<file path="config.mk">
export PLATFORM = sky130hd
export DESIGN_NAME = game_pad_poll_sequencer
export DESIGN_NICKNAME = d
export VERILOG_FILES = /design/src/hw/rtl/gps_pkg.sv /design/src/hw/rtl/gps_cfg_regs.sv /design/src/hw/rtl/gps_core.sv /design/src/hw/rtl/game_pad_poll_sequencer.sv
export SDC_FILE = /design/constraint.sdc
export NUM_CORES = 1
export LEC_CHECK = 0
export BUFFER_PORTS_ARGS = -buffer_cell sky130_fd_sc_hd__buf_2
export CORE_MARGIN = 5
export CORE_UTILIZATION = 35
export DETAILED_ROUTE_END_ITERATION = 6
export GPL_TIMING_DRIVEN = 0
export SYNTH_ARGS = -nofsm -noshare
export SYNTH_HDL_FRONTEND = slang
export SYNTH_SLANG_ARGS = --single-unit
</file>
<file path="constraint.sdc">
create_clock -name aclk -period 2.9 [get_ports aclk]
set_input_delay 0.58 -clock aclk [delete_from_list [all_inputs] [get_ports aclk]]
set_output_delay 0.58 -clock aclk [all_outputs]
set_load 0.01 [all_outputs]
</file>
<file path="src/hw/rtl/gps_pkg.sv">
`default_nettype none

package gps_pkg;

    // Response and request shape
    localparam int MAX_RESPONSE   = 8;
    localparam int REQUEST_LENGTH = 4;
    localparam int CFG_COUNT      = 4;
    localparam int CONNECT_MIN    = 4;
    localparam int BUTTON_LO_IDX  = 2;
    localparam int BUTTON_HI_IDX  = 3;

    localparam int COUNT_W = $clog2(MAX_RESPONSE + 1);
    localparam int LEN_W   = 4;
    localparam int LEN_MAX = (1 << LEN_W) - 1;

    localparam logic [7:0]  ADDRESS_BYTE     = 8'h01;
    localparam logic [7:0]  POLL_CMD_RESET   = 8'h42;
    localparam logic [15:0] BUTTON_MASK      = 16'hFFFF;

    // Opcodes
    localparam logic OP_START     = 1'b0;
    localparam logic OP_BYTE_DONE = 1'b1;

    // Poll phases
    localparam logic [1:0] PH_IDLE = 2'd0;
    localparam logic [1:0] PH_ADDR = 2'd1;
    localparam logic [1:0] PH_DATA = 2'd2;

    // Register indexes
    localparam logic [1:0] CFG_POLL_COMMAND     = 2'd0;
    localparam logic [1:0] CFG_MULTITAP_ADDRESS = 2'd1;
    localparam logic [1:0] CFG_MOTOR_SMALL      = 2'd2;
    localparam logic [1:0] CFG_MOTOR_LARGE      = 2'd3;

    typedef struct packed {
        logic       opcode;
        logic       port;
        logic [7:0] rx_byte;
        logic       ack;
    } in_item_t;

    typedef struct packed {
        logic             select_port;
        logic             select_active;
        logic             send_valid;
        logic [7:0]       tx_byte;
        logic             done_res;
        logic             connected;
        logic [LEN_W-1:0] response_length;
        logic [15:0]      buttons;
        logic [15:0]      newly_pressed;
    } out_item_t;

    typedef struct packed {
        logic [7:0] poll_command;
        logic [7:0] multitap_address;
        logic [7:0] motor_small;
        logic [7:0] motor_large;
    } cfg_t;

    // Request byte for a given position after the address byte; zero past the end.
    function automatic logic [7:0] request_byte(input cfg_t cfg,
                                                input logic [COUNT_W-1:0] idx);
        logic [7:0] b;
        b = 8'h00;
        if (int'(idx) < REQUEST_LENGTH && int'(idx) < CFG_COUNT) begin
            unique case (idx[1:0])
                CFG_POLL_COMMAND:     b = cfg.poll_command;
                CFG_MULTITAP_ADDRESS: b = cfg.multitap_address;
                CFG_MOTOR_SMALL:      b = cfg.motor_small;
                CFG_MOTOR_LARGE:      b = cfg.motor_large;
            endcase
        end
        return b;
    endfunction

endpackage

`default_nettype wire

</file>
<file path="src/hw/rtl/gps_cfg_regs.sv">
`default_nettype none

module gps_cfg_regs
    import gps_pkg::*;
(
    input  wire logic       aclk,
    input  wire logic       aresetn,
    input  wire logic       cfg_we,
    input  wire logic [1:0] cfg_index,
    input  wire logic [7:0] cfg_wdata,
    output cfg_t            cfg
);

    cfg_t cfg_reg;

    always_ff @(posedge aclk) begin
        if (!aresetn) begin
            cfg_reg.poll_command     <= POLL_CMD_RESET;
            cfg_reg.multitap_address <= 8'h00;
            cfg_reg.motor_small      <= 8'h00;
            cfg_reg.motor_large      <= 8'h00;
        end else if (cfg_we) begin
            unique case (cfg_index)
                CFG_POLL_COMMAND:     cfg_reg.poll_command     <= cfg_wdata;
                CFG_MULTITAP_ADDRESS: cfg_reg.multitap_address <= cfg_wdata;
                CFG_MOTOR_SMALL:      cfg_reg.motor_small      <= cfg_wdata;
                CFG_MOTOR_LARGE:      cfg_reg.motor_large      <= cfg_wdata;
            endcase
        end
    end

    assign cfg = cfg_reg;

endmodule

`default_nettype wire

</file>
<file path="src/hw/rtl/gps_core.sv">
`default_nettype none

module gps_core
    import gps_pkg::*;
(
    input  wire logic     aclk,
    input  wire logic     aresetn,
    input  wire logic     step,
    input  wire in_item_t item,
    input  wire cfg_t     cfg,
    output out_item_t     result
);

    logic               active_port_reg, active_port_next;
    logic [1:0]         phase_reg, phase_next;
    logic [COUNT_W-1:0] count_reg, count_next, count_inc;
    logic [15:0]        raw_reg  [2];
    logic [15:0]        prev_reg [2];
    logic               conn_reg [2];

    // One port is touched per request, so one address serves every per-port store.
    logic        sel;
    logic [15:0] raw_sel, prev_sel, raw_wr, prev_wr, btn;
    logic        conn_sel, conn_wr, finish;

    always_comb begin
        sel      = (item.opcode == OP_START) ? item.port : active_port_reg;
        raw_sel  = raw_reg[sel];
        prev_sel = prev_reg[sel];
        conn_sel = conn_reg[sel];

        active_port_next = sel;
        phase_next       = phase_reg;
        count_next       = count_reg;
        count_inc        = COUNT_W'(int'(count_reg) + 1);
        raw_wr           = raw_sel;
        prev_wr          = prev_sel;
        conn_wr          = conn_sel;
        finish           = 1'b0;
        btn              = 16'h0000;
        result           = '0;

        if (item.opcode == OP_START) begin
            prev_wr              = raw_sel;
            count_next           = '0;
            phase_next           = PH_ADDR;
            result.select_active = 1'b1;
            result.send_valid    = 1'b1;
            result.tx_byte       = ADDRESS_BYTE;
        end else begin
            unique case (phase_reg)
                PH_ADDR: begin
                    if (!item.ack) begin
                        finish = 1'b1;
                    end else begin
                        phase_next           = PH_DATA;
                        result.select_active = 1'b1;
                        result.send_valid    = 1'b1;
                        result.tx_byte       = request_byte(cfg, '0);
                    end
                end
                PH_DATA: begin
                    if (int'(count_reg) == BUTTON_LO_IDX) begin
                        raw_wr = {raw_sel[15:8], item.rx_byte};
                    end else if (int'(count_reg) == BUTTON_HI_IDX) begin
                        raw_wr = {item.rx_byte, raw_sel[7:0]};
                    end
                    count_next = count_inc;
                    if (!item.ack || int'(count_inc) >= MAX_RESPONSE) begin
                        finish = 1'b1;
                    end else begin
                        result.select_active = 1'b1;
                        result.send_valid    = 1'b1;
                        result.tx_byte       = request_byte(cfg, count_inc);
                    end
                end
                default: begin
                    // idle: byte-done is a plain status report
                end
            endcase
        end

        if (finish) begin
            conn_wr         = int'(count_next) >= CONNECT_MIN;
            phase_next      = PH_IDLE;
            result.done_res = 1'b1;
            if (conn_wr) begin
                btn                  = raw_wr ^ BUTTON_MASK;
                result.buttons       = btn;
                result.newly_pressed = btn & prev_sel;
            end
        end

        result.select_port     = sel;
        result.connected       = conn_wr;
        result.response_length = (int'(count_next) > LEN_MAX) ? LEN_W'(LEN_MAX)
                                                              : LEN_W'(count_next);
    end

    always_ff @(posedge aclk) begin
        if (!aresetn) begin
            active_port_reg <= 1'b0;
            phase_reg       <= PH_IDLE;
            count_reg       <= '0;
            for (int i = 0; i < 2; i++) begin
                raw_reg[i]  <= 16'h0000;
                prev_reg[i] <= 16'h0000;
                conn_reg[i] <= 1'b0;
            end
        end else if (step) begin
            active_port_reg <= active_port_next;
            phase_reg       <= phase_next;
            count_reg       <= count_next;
            raw_reg[sel]    <= raw_wr;
            prev_reg[sel]   <= prev_wr;
            conn_reg[sel]   <= conn_wr;
        end
    end

endmodule

`default_nettype wire

</file>
<file path="src/hw/rtl/game_pad_poll_sequencer.sv">
// A request accepted on s_ is held in the input stage, then in the result stage, before it shows on m_.
// Throughput: one request per cycle while m_ is not stalled; the poll state updates in a single pass between stages.
// A stalled m_ side holds the result stage, and the input stage takes one more request.
// Reset (aresetn low, synchronous): both stages empty, poll idle, button words and
// connection flags cleared, poll_command back to 0x42 and the other registers to 0.
`default_nettype none

module game_pad_poll_sequencer
    import gps_pkg::*;
(
    input  wire logic       aclk,
    input  wire logic       aresetn,

    // request channel
    input  wire logic       s_valid,
    output logic            s_ready,
    input  wire in_item_t   s_data,

    // result channel
    output logic            m_valid,
    input  wire logic       m_ready,
    output out_item_t       m_data,

    // configuration write port
    input  wire logic       cfg_we,
    input  wire logic [1:0] cfg_index,
    input  wire logic [7:0] cfg_wdata
);

    cfg_t      cfg;
    in_item_t  in_data_reg;
    logic      in_valid_reg;
    out_item_t out_data_reg;
    logic      out_valid_reg;
    out_item_t core_result;
    logic      advance;

    // Advance the held request into the result stage whenever that stage is free
    // or is being emptied this cycle.
    assign advance = in_valid_reg && (!out_valid_reg || m_ready);

    // Take a new request while the input stage is empty or moving on.
    assign s_ready = !in_valid_reg || advance;

    gps_cfg_regs u_cfg_regs (
        .aclk      (aclk),
        .aresetn   (aresetn),
        .cfg_we    (cfg_we),
        .cfg_index (cfg_index),
        .cfg_wdata (cfg_wdata),
        .cfg       (cfg)
    );

    // Poll sequencing and per-port button tracking; state commits only on advance.
    gps_core u_core (
        .aclk    (aclk),
        .aresetn (aresetn),
        .step    (advance),
        .item    (in_data_reg),
        .cfg     (cfg),
        .result  (core_result)
    );

    // Input stage: valid bit is control, the payload needs no reset.
    always_ff @(posedge aclk) begin
        if (!aresetn) begin
            in_valid_reg <= 1'b0;
        end else if (s_ready) begin
            in_valid_reg <= s_valid;
        end
    end

    always_ff @(posedge aclk) begin
        if (s_ready && s_valid) begin
            in_data_reg <= s_data;
        end
    end

    // Result stage: load on advance, drop once taken downstream.
    always_ff @(posedge aclk) begin
        if (!aresetn) begin
            out_valid_reg <= 1'b0;
        end else if (advance) begin
            out_valid_reg <= 1'b1;
        end else if (m_ready) begin
            out_valid_reg <= 1'b0;
        end
    end

    always_ff @(posedge aclk) begin
        if (advance) begin
            out_data_reg <= core_result;
        end
    end

    assign m_valid = out_valid_reg;
    assign m_data  = out_data_reg;

endmodule

`default_nettype wire

</file>
==> flow_metrics.tcl <==
set metrics [dict create \
    worstSetupStartpointType "register" \
    clock.fmax_mhz 361.8 \
    internal_power_mw 4.130 \
    r2r-start "in_data_reg[10]" \
    min_from "s_data[3]" \
    insertion_delay_ns 0.43 \
    clk_transition_reported_paths_ns 0.07 \
    start_util_pct 35.41 \
    crit_type "register to register" \
    clkPwrFrac_pct 42.2 \
    fill_cells 1956 \
    numPortBuffers 75 \
    finalHoldViolations 0 \
    power_density_nw_per_um2 621.4 \
    cts-htree-levels 4 \
    area_delta_synth_final_pct 18.41 \
    max_slew_margin_pct 19.19 \
    fin_area_um2 8757 \
    place.gp.congestion 0.7730 \
    finalNonFillerCells 951 \
    rows 53 \
    p_leak_nw 3.527 \
    drv_slew 0 \
    p_comb_share_pct 8.4 \
    crit_path_max_fanout 32 \
    finalWorstSetupSlack_ns 0.1362 \
    finalSetupViolCount 0 \
    worstHoldEndpoint "in_data_reg[3]" \
    ys_ff_latch 166 \
    drc 0 \
    grt_max_degree 39 \
    wire_per_inst_um 17.99 \
    worst_path_max_delay_cell "nand2_2" \
    fin_crit_ns 2.764 \
    worstPathRequired_ns 2.87 \
    finalCritPeriodShare_pct 95.30 \
    multi_input_area_um2 2592 \
    fp.dieArea_um2 24140 \
    cap_violations 0 \
    cp_common_cell "buf_6" \
    dieWidth_um 155.4 \
    io_pins 77 \
    syn_area_per_cell_um2 13.02 \
    clockBufferDepth 2 \
    hpwl_um 11410 \
    dp_slack_ns -0.08586 \
    cp-end-kind "register" \
    via_per_inst 4.960 \
    fin_skew_ns 0.01048 \
    grt_pass1_wl_um 26950 \
    syn_area_um2 7396 \
    detail_route.first_pass.iterations 5 \
    cts_tree "yes" \
    insertedDiodeCount 0 \
    cts_hold_buf 0 \
    path_cells "buf_6 > mux2_4 > buf_6 > and3_1 > nand2_1 > buf_2 > nand2_2" \
    holdPathStages 1 \
    antenna_found_initial 0 \
    clock-sinks 166 \
    grt_use_total_pct 14.49 \
    core_um2 20890 \
    final_nets 696 \
    drt_iter0_drc 387 \
    synth_warnings 0 \
    grt_pass1_vias 4923 \
    die_y_um 155.4 \
    postSynthCellCount 568 \
    largest_register_ffs 48 \
    grt_setup_unrepaired "false" \
    total_power_mw 5.442 \
    seq_area_frac_synth_pct 61.58 \
    final_antenna_net_count 0 \
    seqPwrFrac_pct 49.4 \
    worstMarginPinSlew_ns 1.205 \
    worstPathArrival_ns 2.74 \
    min_path_type "input port to register" \
    fin_setup_tns_ns 0 \
    final_util_pct 41.92 \
    max_stage_delay_ns 0.54 \
    rrSetupSlack_ns 0.14 \
    final_layout_size_suffix_gt1_share_pct 24.56 \
    vias 4717 \
    grt_overflow_total 0 \
    ir_drop_mv 0.4020 \
    r2r_end "u_core.prev_reg[1][10]" \
    power_switching_mw 1.312 \
    seq_area_um2 4554 \
    ff2ff_path_depth 7 \
    sw_frac_of_total_pct 24.11 \
    place_area_um2 8142 \
    whs_ns 0.3239 \
    outcome "finished, final reports clean" \
    synth_cell_type_count 45 \
    routed_wl_um 17110 \
    numCtsBuffers 17 \
    syn_nets 601 \
    root_buffer "clkbuf_16" \
    dpl.cell_count 919 \
]
-- cell usage after synthesis, drive strengths merged --
cell	number	area (um2)
nand3	3	15.01
nand3b	5	50.05
clkbuf	11	41.29
a21oi	13	68.82
and4bb	1	12.51
o311a	1	10.01
a311oi	2	17.52
mux2	18	206.4
nand2	21	81.33
ha	7	87.58
nand4	1	6.260
and3	4	25.02
nand2b	4	25.02
a211oi	2	15.01
o211ai	1	12.51
o21ai	6	30.03
a21bo	1	10.01
clkinv	1	3.750
inv	18	67.56
edfxtp	123	3694
a222oi	8	80.08
nor2	84	315.3
and2	2	12.51
nor3	19	141.4
o211a	1	10.01
xnor2	2	17.52
o2bb2ai	7	61.31
a211o	1	8.760
nor2b	35	219.0
mux2i	98	1017
dfxtp	43	860.8
buf	21	146.4
nor3b	1	7.510
a31oi	3	18.77
-- worst max-delay path by stage --
| stage | slack [ns] | start | cells after the start | end |
|---|---|---|---|---|
| 2_1_floorplan | 0.29 | m_ready | 5 | u_core.active_port_reg |
| 3_3_place_gp | -0.64 | m_ready | 4 | m_data[12] |
| 3_5_place_dp | -0.09 | m_ready | 6 | u_core.prev_reg[0][3] |
| 4_1_cts | 0.12 | in_data_reg[10] | 7 | u_core.prev_reg[1][10] |
| 5_1_grt | 0.02 | in_data_reg[10] | 7 | u_core.raw_reg[1][11] |
| 6_report | 0.14 | in_data_reg[10] | 7 | u_core.prev_reg[1][10] |
-- cell families (layout without fill, tap and decap cells) --
| group | count (synthesis) | after routing | share of synthesized area [%] |
|---|---|---|---|
| AND/OR/NAND/NOR | 180 | 180 | 12.32 |
| flip-flops | 166 | 166 | 61.58 |
| multiplexers | 116 | 116 | 16.55 |
| buffers and inverters | 51 | 159 | 3.502 |
| AO/OA/AOI/OAI | 46 | 46 | 4.636 |
| adder cells (fa/ha/maj) | 7 | 7 | 1.184 |
| XOR/XNOR | 2 | 2 | 0.2369 |
-- worst max-delay path, delay by kind of cell, from the launching register on --
kind          cells  cell delay, ns
simple gates      3            0.98
buf+inv           3            0.63
flops             1            0.38
mux               1            0.29
-- repair_timing --
| action | in CTS | in global routing |
|---|---|---|
| endpoints found under the setup margin | 32 | 0 |
| hold endpoints to repair | 0 | 0 |
| gates resized for setup | 1 | 0 |
| buffers inserted | 0 | 0 |
-- power by group through the flow --
stage	combinational (mW)	clock, mW	sequential (mW)
after global placement	0.439	0	2.74
after floorplan	0.298	0	2.75
after CTS	0.462	2.34	2.69
after global routing	0.498	2.44	2.69
after detailed placement	0.458	0	2.74
final	0.458	2.30	2.69
-- layout by cell type (no fill, tap or decap), types with 4 or more instances in the layout --
cell type	netlist	routed
nand2b_1	4	4
buf_2	9	84
and3_1	4	4
inv_6	0	4
clkbuf_16	0	20
o21ai_0	6	6
o2bb2ai_1	7	7
a222oi_1	8	8
mux2_2	17	17
mux2i_1	93	93
edfxtp_1	123	123
ha_1	7	7
nor3_2	7	7
nand2_1	20	18
nor2b_1	35	35
inv_1	18	18
nor3_1	11	11
nor2_1	84	84
clkbuf_1	11	11
dfxtp_1	43	43
nand3b_1	4	4
buf_6	6	6
a21oi_1	12	12
-- layer usage --
| metal | global-route usage [%] | wire, um |
|---|---|---|
| met3 | 3.255 | 707 |
| met4 | 4.710 | 268 |
| met2 | 24.99 | 8604 |
| met1 | 18.02 | 7530 |
| met5 | 0 | 0 |
-- cell type report --
type / instances / area share (%)
Inverter: 19 / 0.8287
Timing Repair Buffer: 76 / 4.515
Clock inverter: 11 / 1.100
Multi-Input combinational cell: 351 / 29.60
Clock buffer: 21 / 5.872
Buffer: 32 / 2.143
Sequential cell: 166 / 52.01
Tap cell: 275 / 3.929
(Power assumes the default switching activity.)
